`config.mk`:
```
export PLATFORM = sky130hd
export DESIGN_NAME = counter_priority_task_scheduler
export DESIGN_NICKNAME = d
export VERILOG_FILES = /design/src/rtl/core/cpts_pkg.sv /design/src/rtl/core/cpts_cell.sv /design/src/rtl/core/counter_priority_task_scheduler.sv
export VERILOG_INCLUDE_DIRS = /design/src /design/src/rtl/core
export SDC_FILE = /design/constraint.sdc
export NUM_CORES = 1
export LEC_CHECK = 0
export BUFFER_PORTS_ARGS = -buffer_cell sky130_fd_sc_hd__buf_2
export CELL_PAD_IN_SITES_DETAIL_PLACEMENT = 0
export CELL_PAD_IN_SITES_GLOBAL_PLACEMENT = 2
export CORE_MARGIN = 5
export CORE_UTILIZATION = 33
export CTS_CLUSTER_DIAMETER = 50
export DETAILED_ROUTE_END_ITERATION = 8
export PLACE_DENSITY_LB_ADDON = 0.1
export SYNTH_ARGS = -nofsm -noshare
export SYNTH_HDL_FRONTEND = slang
export SYNTH_HIERARCHICAL = 1
export SYNTH_SLANG_ARGS = --single-unit
export TNS_END_PERCENT = 10
```
`constraint.sdc`:
```
create_clock -name clk -period 5.8 [get_ports clk]
set_input_delay 0.58 -clock clk [delete_from_list [all_inputs] [get_ports clk]]
set_output_delay 0.58 -clock clk [all_outputs]
set_load 0.02 [all_outputs]
```
`src/rtl/core/counter_priority_task_scheduler_macros.svh`:
```
// ----------------------------------------------------------------------------
// Assertion macros for the counter priority task scheduler
// Implication checks, same cycle and next cycle, with reset disable.
// ----------------------------------------------------------------------------
`ifndef COUNTER_PRIORITY_TASK_SCHEDULER_MACROS_SVH
`define COUNTER_PRIORITY_TASK_SCHEDULER_MACROS_SVH

`ifndef NO_ASSERTIONS

// antecedent implies consequent in the same cycle
`define CPTS_ASSERT_SAME(label, clk, rst_n, ante, cons) \
  label: assert property (@(posedge clk) disable iff (!rst_n) (ante) |-> (cons)) \
    else $error("assertion failed: same-cycle implication");

// antecedent implies consequent in the next cycle
`define CPTS_ASSERT_NEXT(label, clk, rst_n, ante, cons) \
  label: assert property (@(posedge clk) disable iff (!rst_n) (ante) |=> (cons)) \
    else $error("assertion failed: next-cycle implication");

`else

`define CPTS_ASSERT_SAME(label, clk, rst_n, ante, cons)
`define CPTS_ASSERT_NEXT(label, clk, rst_n, ante, cons)

`endif

`endif

```
`src/rtl/core/cpts_pkg.sv`:
```
// ----------------------------------------------------------------------------
// cpts_pkg
// Shared constants and types of the counter priority task scheduler.
// ----------------------------------------------------------------------------
`default_nettype none

package cpts_pkg;

  localparam int NUM_TASKS = 8;                 // 2 .. 64
  localparam int IDX_W     = $clog2(NUM_TASKS);
  localparam int CNT_W     = 8;
  localparam int TASK_W    = 6;                 // fixed field width
  localparam int OP_W      = 1;

  localparam logic [OP_W-1:0] OP_TICK = 1'b0;
  localparam logic [OP_W-1:0] OP_LOAD = 1'b1;

  // candidate passed down the cell chain
  typedef struct packed {
    logic [IDX_W-1:0] idx;
    logic [CNT_W-1:0] cnt;
  } cand_t;

  // control broadcast to every cell
  typedef struct packed {
    logic             dec_en;
    logic [IDX_W-1:0] dec_idx;
    logic             wr_en;
    logic [IDX_W-1:0] wr_idx;
    logic [CNT_W-1:0] wr_val;
    logic             reload;
  } cell_ctl_t;

endpackage

`default_nettype wire

```
`src/rtl/core/cpts_cell.sv`:
```
// ----------------------------------------------------------------------------
// cpts_cell
// One task slot: priority, slice counter and one stage of the max scan.
// ----------------------------------------------------------------------------
`default_nettype none

module cpts_cell (
  input  wire logic                         clk,
  input  wire logic                         rst_n,
  input  wire logic [cpts_pkg::IDX_W-1:0]   my_idx,
  input  wire cpts_pkg::cell_ctl_t          ctl,
  input  wire cpts_pkg::cand_t              cand_in,
  output cpts_pkg::cand_t                   cand_out,
  output logic [cpts_pkg::CNT_W-1:0]        cnt
);
  import cpts_pkg::*;

  logic [CNT_W-1:0] cnt_r, cnt_nxt;
  logic [CNT_W-1:0] prio_r, prio_nxt;
  cand_t            cand_r, cand_nxt;

  always_comb begin
    prio_nxt = prio_r;
    if (ctl.wr_en && ctl.wr_idx == my_idx) begin
      prio_nxt = ctl.wr_val;
    end
    cnt_nxt = cnt_r;
    if (ctl.reload) begin
      cnt_nxt = prio_r;
    end else if (ctl.dec_en && ctl.dec_idx == my_idx && cnt_r != '0) begin
      cnt_nxt = cnt_r - 1'b1;
    end
    // strict compare: on a tie the higher slot upstream keeps the lead
    if (cnt_r > cand_in.cnt) begin
      cand_nxt.idx = my_idx;
      cand_nxt.cnt = cnt_r;
    end else begin
      cand_nxt = cand_in;
    end
  end

  always_ff @(posedge clk) begin
    if (!rst_n) begin
      cnt_r  <= '0;
      prio_r <= '0;
    end else begin
      cnt_r  <= cnt_nxt;
      prio_r <= prio_nxt;
    end
    cand_r <= cand_nxt;
  end

  assign cand_out = cand_r;
  assign cnt      = cnt_r;

endmodule

`default_nettype wire

```
`src/rtl/core/counter_priority_task_scheduler.sv`:
```
// ----------------------------------------------------------------------------
// counter_priority_task_scheduler
// Time-slice scheduler: a chain of task cells with a max-counter scan.
// ----------------------------------------------------------------------------
// Usage:
//   Input: an item transfers when start is high and busy is low. opcode 1
//   loads the priority of slot in_task_index; opcode 0 is one timer tick.
//   Output: every item yields one result, shown for one cycle with
//   out_valid high; the receiver cannot stall it.
// Flow:
//   A load, or a tick that leaves a nonzero slice, returns its result in
//   the cycle after the transfer and a new item may start in that cycle.
//   A tick that needs a pick waits for the scan to ripple through the cell
//   chain (one cell per cycle) and then compares; with a refill from the
//   priorities the scan runs twice.
//   busy stays high during the scan; the next item may transfer in the
//   cycle that the result is shown.
// Reset:
//   Synchronous, active low: all counters and priorities clear and the
//   idle task (slot 0) is running.
// ----------------------------------------------------------------------------
`default_nettype none
`include "counter_priority_task_scheduler_macros.svh"

module counter_priority_task_scheduler (
  input  wire logic                          clk,
  input  wire logic                          rst_n,
  input  wire logic                          start,
  output logic                               busy,
  input  wire logic [cpts_pkg::OP_W-1:0]     in_opcode,
  input  wire logic [cpts_pkg::TASK_W-1:0]   in_task_index,
  input  wire logic [cpts_pkg::CNT_W-1:0]    in_priority_value,
  output logic                               out_valid,
  output logic [cpts_pkg::TASK_W-1:0]        out_running_task,
  output logic                               out_switched,
  output logic                               out_reloaded,
  output logic [cpts_pkg::CNT_W-1:0]         out_remaining_slice,
  output logic                               out_none_ready
);
  import cpts_pkg::*;

  typedef enum logic {ST_IDLE, ST_SCAN} state_t;

  state_t           state_r;
  logic [IDX_W-1:0] cur_r;
  logic [IDX_W-1:0] wait_r;
  logic             reload_done_r;

  logic             out_valid_r;
  logic [TASK_W-1:0] out_task_r;
  logic             out_switched_r;
  logic             out_reloaded_r;
  logic [CNT_W-1:0] out_slice_r;
  logic             out_none_r;

  cell_ctl_t        ctl;
  cand_t            cand_w [1:NUM_TASKS];
  logic [CNT_W-1:0] cnt_w  [0:NUM_TASKS-1];
  logic [CNT_W-1:0] cur_cnt;
  logic             accept;
  logic             idx_ok;
  cand_t            best;

  assign accept  = start && !busy;
  assign idx_ok  = {1'b0, in_task_index} < (TASK_W+1)'(NUM_TASKS);
  assign cur_cnt = cnt_w[cur_r];
  assign best    = cand_w[1];

  // idle slot never holds a slice
  assign cand_w[NUM_TASKS] = '0;
  assign cnt_w[0]          = '0;

  for (genvar k = 1; k < NUM_TASKS; k++) begin : g_cell
    cpts_cell u_cell (
      .clk      (clk),
      .rst_n    (rst_n),
      .my_idx   (IDX_W'(k)),
      .ctl      (ctl),
      .cand_in  (cand_w[k+1]),
      .cand_out (cand_w[k]),
      .cnt      (cnt_w[k])
    );
  end

  always_comb begin
    ctl.dec_en  = accept && in_opcode == OP_TICK;
    ctl.dec_idx = cur_r;
    ctl.wr_en   = accept && in_opcode == OP_LOAD && idx_ok;
    ctl.wr_idx  = in_task_index[IDX_W-1:0];
    ctl.wr_val  = in_priority_value;
    ctl.reload  = state_r == ST_SCAN && wait_r == '0 && best.cnt == '0 && !reload_done_r;
  end

  always_ff @(posedge clk) begin
    if (!rst_n) begin
      state_r       <= ST_IDLE;
      cur_r         <= '0;
      wait_r        <= '0;
      reload_done_r <= 1'b0;
      out_valid_r   <= 1'b0;
    end else begin
      out_valid_r <= 1'b0;
      unique case (state_r)
        ST_IDLE: begin
          if (accept) begin
            if (in_opcode == OP_LOAD || cur_cnt > CNT_W'(1)) begin
              out_valid_r    <= 1'b1;
              out_task_r     <= TASK_W'(cur_r);
              out_switched_r <= 1'b0;
              out_reloaded_r <= 1'b0;
              out_none_r     <= 1'b0;
              out_slice_r    <= (in_opcode == OP_LOAD) ? cur_cnt : cur_cnt - 1'b1;
            end else begin
              // slice used up: wait for the chain to settle
              state_r       <= ST_SCAN;
              wait_r        <= IDX_W'(NUM_TASKS - 1);
              reload_done_r <= 1'b0;
            end
          end
        end
        ST_SCAN: begin
          if (wait_r != '0) begin
            wait_r <= wait_r - 1'b1;
          end else if (best.cnt != '0) begin
            cur_r          <= best.idx;
            out_valid_r    <= 1'b1;
            out_task_r     <= TASK_W'(best.idx);
            out_switched_r <= best.idx != cur_r;
            out_reloaded_r <= reload_done_r;
            out_none_r     <= 1'b0;
            out_slice_r    <= best.cnt;
            state_r        <= ST_IDLE;
          end else if (!reload_done_r) begin
            // refill happens through ctl.reload; rescan
            reload_done_r <= 1'b1;
            wait_r        <= IDX_W'(NUM_TASKS - 1);
          end else begin
            out_valid_r    <= 1'b1;
            out_task_r     <= TASK_W'(cur_r);
            out_switched_r <= 1'b0;
            out_reloaded_r <= 1'b1;
            out_none_r     <= 1'b1;
            out_slice_r    <= cur_cnt;
            state_r        <= ST_IDLE;
          end
        end
        default: state_r <= ST_IDLE;
      endcase
    end
  end

  assign busy                = state_r != ST_IDLE;
  assign out_valid           = out_valid_r;
  assign out_running_task    = out_task_r;
  assign out_switched        = out_switched_r;
  assign out_reloaded        = out_reloaded_r;
  assign out_remaining_slice = out_slice_r;
  assign out_none_ready      = out_none_r;

  `CPTS_ASSERT_NEXT(a_accept_resolves, clk, rst_n, accept, out_valid || busy)
  `CPTS_ASSERT_SAME(a_none_ready_flags, clk, rst_n, out_valid && out_none_ready, out_reloaded && out_remaining_slice == '0 && !out_switched)
  `CPTS_ASSERT_SAME(a_switch_has_slice, clk, rst_n, out_valid && out_switched, out_remaining_slice != '0 && out_running_task != '0)

endmodule

`default_nettype wire
```
==> flow_summary.yaml, run 1 <==
floorplanning:
  io_pins: 37
  core_area_um2: 33500
  num_rows: 67
  fp.dieH_um: 194
  die_x_um: 194
  start_util: 0.334
  die_area_um2: 37700
synthesis:
  synth_top_family_by_area: "multiplexers"
  synthXorXnorAreaFrac: 0.0697
  ys_ff_latch: 212
  syn_inst: 1149
  yosysSeqAreaShare: 0.392
  synth.avg_cell_area_um2: 9.73
  ys.flop_type: "dfxtp_1"
  synthDistinctLibCells: 57
  synth-simple-area-share: 0.133
  synth-compound-area-share: 0.119
  synth_mux_area_frac: 0.159
  ys_async_sr_fraction: 0
  synth.cell_area_um2: 11200
  ys_warn_count: 6
  synth-edff-count: 14
  synth_adder_area_share: 0.0828
route:
  routedWlPerCell_um: 18.3
  routed_wl_mm: 32.0
  drc: 0
  ant_nets: 0
  drtIter0Drc: 310
  first_pass_iters: 5
  via_count: 8427
  routed_via_density: 4.82
clock_network:
  cts.path.max_buffers: 3
  cts.clk_slew.worst_paths_ns: 0.05
  cts_num_sinks: 212
  cts_root_buf: "clkbuf_16"
  cts.htree.levels: 2
  numCtsBuffers: 36
  cts_tree: "done"
  ctsResizeCount: 0
  cts_setup_buffers: 0
  clk_latency_ns: 0.51
  cts_hold_buf: 0
setup_path:
  worstPathRequired_ns: 5.94
  cp_max_fo: 35
  crit_arrival_ns: 3.67
  worstSetupPathType: "reg2reg"
  cp-start-kind: "register"
  end_kind: "register"
sta:
  finalCritPeriodShare: 0.610
  finalClockSkew_ns: 0.0172
  period_minus_slack_ns: 3.54
  finalSetupViolations: 0
  final-hold-violation-count: 0
  slew_headroom: 0.268
  fmax_mhz: 283
  slew_viol_final: 0
  tns_ns: 0
  worst_pin_slew_ns: 1.10
  rsz0062_at_grt: "false"
grt:
  grt_overflow_total: 0
  grtUsageTotal: 0.167
  grt_max_degree: 38
  grt_pass1_vias: 8462
  antenna_found_initial: 0
  grt_pass1_wl_mm: 50.1
cells_and_area:
  drive_gt1_frac: 0.175
  antennaDiodeCount: 0
  synthToLayoutAreaGrowth_pct: 19.6
  finish.utilization: 0.399
  nets: 1366
flow_run:
  cap_violations: 0
power:
  power_leakage_nw: 5.63
  peakVddDrop_v: 0.000173
  p_per_area_nw_per_um2: 306
placement:
  hpwl_mm: 23.6
  place.gp.congestion: 0.817
  io_buffers: 33
min_path:
  hp-class: "reg2reg"
status:
  status: "complete, no violations"
registers in the layout (all words and copies together), names as in the netlist:
signal and cells:
g_cell.u_cell/cand_out 77, out_valid 1, g_cell.u_cell/prio_r 56, g_cell.u_cell/cnt 56
out_running_task 3, out_remaining_slice 8, out_reloaded 1, cur_r 3
out_switched 1, busy 1, out_none_ready 1, reload_done_r 1
wait_r 3
placed cells by master, fill, tap and decap left out, types with 7 or more instances in the layout:
master and instances:
xnor2_1 88, nor4_2 8, clkinv_1 7, mux2_2 80
a21oi_1 56, a22oi_1 8, and2_1 7, conb_1 84
ha_1 74, nor4_1 21, nand2_1 20, a211oi_2 7
clkbuf_16 37, inv_1 76, buf_4 10, or4_4 7
mux2i_1 86, o211ai_1 14, or3b_2 7, o21ai_0 55
nor2b_1 17, dfxtp_1 197, nor3_1 9, nand3_1 24
a211oi_1 19, nand4_1 29, nor2_1 115, a221o_1 7
edfxtp_1 14, or3_2 7, buf_2 33
synthesized netlist by cell type, types with 3 or more instances:
master,number,share of area
mux2i_1,86,0.077
nor2_1,115,0.039
a22oi_1,8,0.0054
o21ai_0,55,0.025
o211ai_1,14,0.0094
buf_1,9,0.0030
xnor2_1,88,0.069
edfxtp_1,14,0.038
o32ai_1,7,0.0055
nand4_1,29,0.016
or4_4,7,0.0070
a31oi_1,6,0.0034
buf_2,8,0.0036
a211oi_2,7,0.0078
nor2b_1,17,0.0095
mux2_2,80,0.081
or3b_2,7,0.0055
inv_1,76,0.026
or3_2,7,0.0047
clkinv_1,7,0.0023
nor3_1,10,0.0045
a21oi_1,56,0.025
dfxtp_1,198,0.35
buf_4,4,0.0027
nand3_1,24,0.011
clkbuf_1,15,0.0050
and2_1,7,0.0039
nand2_1,20,0.0067
nor4_1,22,0.012
nand2b_1,3,0.0017
a221o_1,7,0.0063
a211oi_1,19,0.013
a21boi_0,5,0.0034
nor4_2,7,0.0078
ha_1,74,0.083
critical path, stage by stage (launching register included):
cell and delay (ns):
dfxtp_2 0.93, nor2b_1 0.52, a221oi_1 0.20, nor2_1 0.36
inv_1 0.09, ha_1 0.23, nor2_1 0.12, a21oi_1 0.06
nand3_1 0.14, o211a_1 0.48
path summary, 6_finish.rpt:
kind                                start  cells past startpoint  slack [ns]                            to
min reg2reg  g_cell[6].u_cell/cand_out[8]                      1        0.45  g_cell[5].u_cell/cand_out[8]
max reg2reg                      cur_r[1]                      9        2.26           out_running_task[1]
max                              cur_r[1]                      9        2.26           out_running_task[1]
min          g_cell[6].u_cell/cand_out[8]                      1        0.45  g_cell[5].u_cell/cand_out[8]
final cells by class:
type / count / area [µm²]
clock buffers: 41 / 981
fillers: 3378 / 20200
clock inverters: 24 / 254
well taps: 448 / 561
repair buffers: 43 / 240
inverters: 83 / 312
multi-input cells: 898 / 6640
flip-flops and latches: 212 / 4390
metal layers:
metal  global-route usage  share of wire  up-vias
met1                0.245           0.52     3951
met4               0.0385          0.017        0
li1                     -              -     4321
met3               0.0247          0.031       40
met5                    0              0        -
met2                0.259           0.43      115
per-stage QoR:
stage                     worst slack (ns)  power (W)  cell area, µm²  cells  hold slack, ns
after floorplan                       2.54    0.00186           11500   1231           0.433
after global placement                2.36    0.00197           12100   1684           0.444
after detailed placement              2.28    0.00197           12100   1684           0.444
after CTS                             2.26    0.00416           13400   1749           0.457
after global routing                  1.97    0.00427           13400   1749           0.466
final                                 2.26    0.00410           13400   1749           0.452
kinds of logic after synthesis:
| family | count (synthesis) |
|---|---|
| flops | 212 |
| buf+inv | 121 |
| fa+ha+maj | 74 |
| other cells | 2 |
| mux | 167 |
| compound gates | 203 |
| simple gates | 281 |
| xor+xnor | 89 |
power by group:
group          internal, W  leakage, nW  total [W]  switching (W)
sequential         0.00154         1.76    0.00159      0.0000473
combinational     0.000146         3.27   0.000352       0.000206
clock              0.00137        0.605    0.00215       0.000784
No activity file was read; power rests on OpenSTA's default activity.
==> run 2: changes to the inputs <==
==> constraint.sdc (replaced) <==
create_clock -name clk -period 3.42 [get_ports clk]
set_input_delay 0.342 -clock clk [delete_from_list [all_inputs] [get_ports clk]]
set_output_delay 0.342 -clock clk [all_outputs]
set_load 0.02 [all_outputs]
==> flow_summary.yaml, run 2 (synthesis results as in run 1) <==
min_path:
  hp-class: "in2reg"
  whs_path_depth: 3
cells_and_area:
  seq_area_um2: 4390
  synthToLayoutAreaGrowth_pct: 21.2
  drive_gt1_frac: 0.190
  final_common_cell: "dfxtp_1"
  multi_input_area_um2: 6640
  nets: 1392
  layout_common_cells: "dfxtp_1, nor2_1, xnor2_1"
  largest_reg_flops: 77
  antennaDiodeCount: 0
  fill_cells: 3438
setup_path:
  worstSetupPathType: "reg2reg"
  cp-start-kind: "register"
  end_kind: "register"
  crit_arrival_ns: 3.15
  cp_max_fo: 17
  worstPathRequired_ns: 3.56
  r2r_cells: 10
grt:
  grt_overflow_total: 0
  grtUsageTotal: 0.170
  grt_pass1_wl_mm: 50.7
  grt_pass1_vias: 8487
  antenna_found_initial: 0
  grt_max_degree: 35
floorplanning:
  io_pins: 37
  die_x_um: 194
  num_rows: 67
  fp.dieH_um: 194
  core_area_um2: 33500
  die_area_um2: 37700
  start_util: 0.334
sta:
  final.setup.worst_slack_ns: 0.414
  worst_pin_slew_ns: 0.867
  finalClockSkew_ns: 0.00902
  hold_slack_ns: 0.295
  rsz0062_at_grt: "false"
  finalCritPeriodShare: 0.879
  final-hold-violation-count: 0
  tns_ns: 0
  period_minus_slack_ns: 3.01
  fmax_mhz: 333
  slew_viol_final: 0
  slew_headroom: 0.422
  finalSetupViolations: 0
route:
  drc: 0
  drtIter0Drc: 383
  first_pass_iters: 5
  routed_wl_mm: 32.6
  routed_via_density: 4.83
  via_count: 8563
  routedWlPerCell_um: 18.4
  ant_nets: 0
status:
  status: "complete, no violations"
clock_network:
  ctsResizeCount: 0
  cts_hold_buf: 0
  cts_root_buf: "clkbuf_16"
  cts.path.max_buffers: 3
  clk_latency_ns: 0.51
  cts.clk_slew.worst_paths_ns: 0.06
  cts.htree.levels: 2
  cts_setup_buffers: 0
  cts_tree: "done"
  cts_num_sinks: 212
  numCtsBuffers: 34
flow_run:
  cap_violations: 0
power:
  peakVddDrop_v: 0.000292
  power_leakage_nw: 5.74
  p_per_area_nw_per_um2: 510
placement:
  io_buffers: 33
  place.gp.congestion: 0.834
  hpwl_mm: 24.3
  pre_cts_ws_ns: 0.394
-- run 2: cell count changes in the layout (fill, tap and decap cells not counted) --
cell,before,now
buf_4,10,38
clkbuf_1,0,1
clkinvlp_4,4,7
bufinv_16,3,4
clkinv_2,6,4
clkinv_8,0,1
clkinv_4,2,0
inv_6,6,4
clkbuf_8,4,2
clkbuf_16,37,36
-- run 2: critical path, stage by stage (launching register included) --
cell,delay (ns)
dfxtp_2,0.50
buf_4,0.35
mux2i_1,0.12
a22o_1,0.26
nor2_1,0.33
inv_1,0.08
ha_1,0.22
nor2_1,0.11
a21oi_1,0.06
nand3_1,0.14
o211a_1,0.48
-- run 2: layout make-up --
type,count,share of cell area
clock inverter,23,0.0205
multi-input combinational,898,0.490
tap,448,0.0413
clock buffer,39,0.0688
timing repair buffer,71,0.0332
inverter,83,0.0230
sequential,212,0.323
-- run 2: routing by layer --
layer,vias to the layer above,track usage,wire [µm]
met5,-,0,0
met3,34,0.0259,993
met4,0,0.0333,328
met1,4040,0.253,17200
li1,4369,-,-
met2,120,0.263,14100
-- run 2: worst paths after layout --
check	from	end	slack, ns
worst max-delay path	cur_r[1]	out_running_task[2]	0.41
worst min-delay path	in_priority_value[7]	g_cell[6].u_cell/prio_r[7]	0.29
worst max register to register	cur_r[1]	out_running_task[2]	0.41
worst min register to register	g_cell[7].u_cell/cand_out[10]	g_cell[6].u_cell/cand_out[10]	0.45
-- run 2: stage by stage --
step	cell area, µm²	cells	util	power, W
floorplan	11500	1231	-	0.00316
CTS	13600	1774	0.404	0.00704
finish	13600	1774	0.404	0.00692
global route	13600	1774	0.404	0.00722
global placement	12300	1712	0.368	0.00337
detailed placement	12300	1712	0.368	0.00337
-- run 2: power by group --
part	switching (W)	leakage (nW)	internal [W]
clock	0.00131	0.576	0.00230
sequential	0.0000618	1.76	0.00261
combinational	0.000372	3.41	0.000261
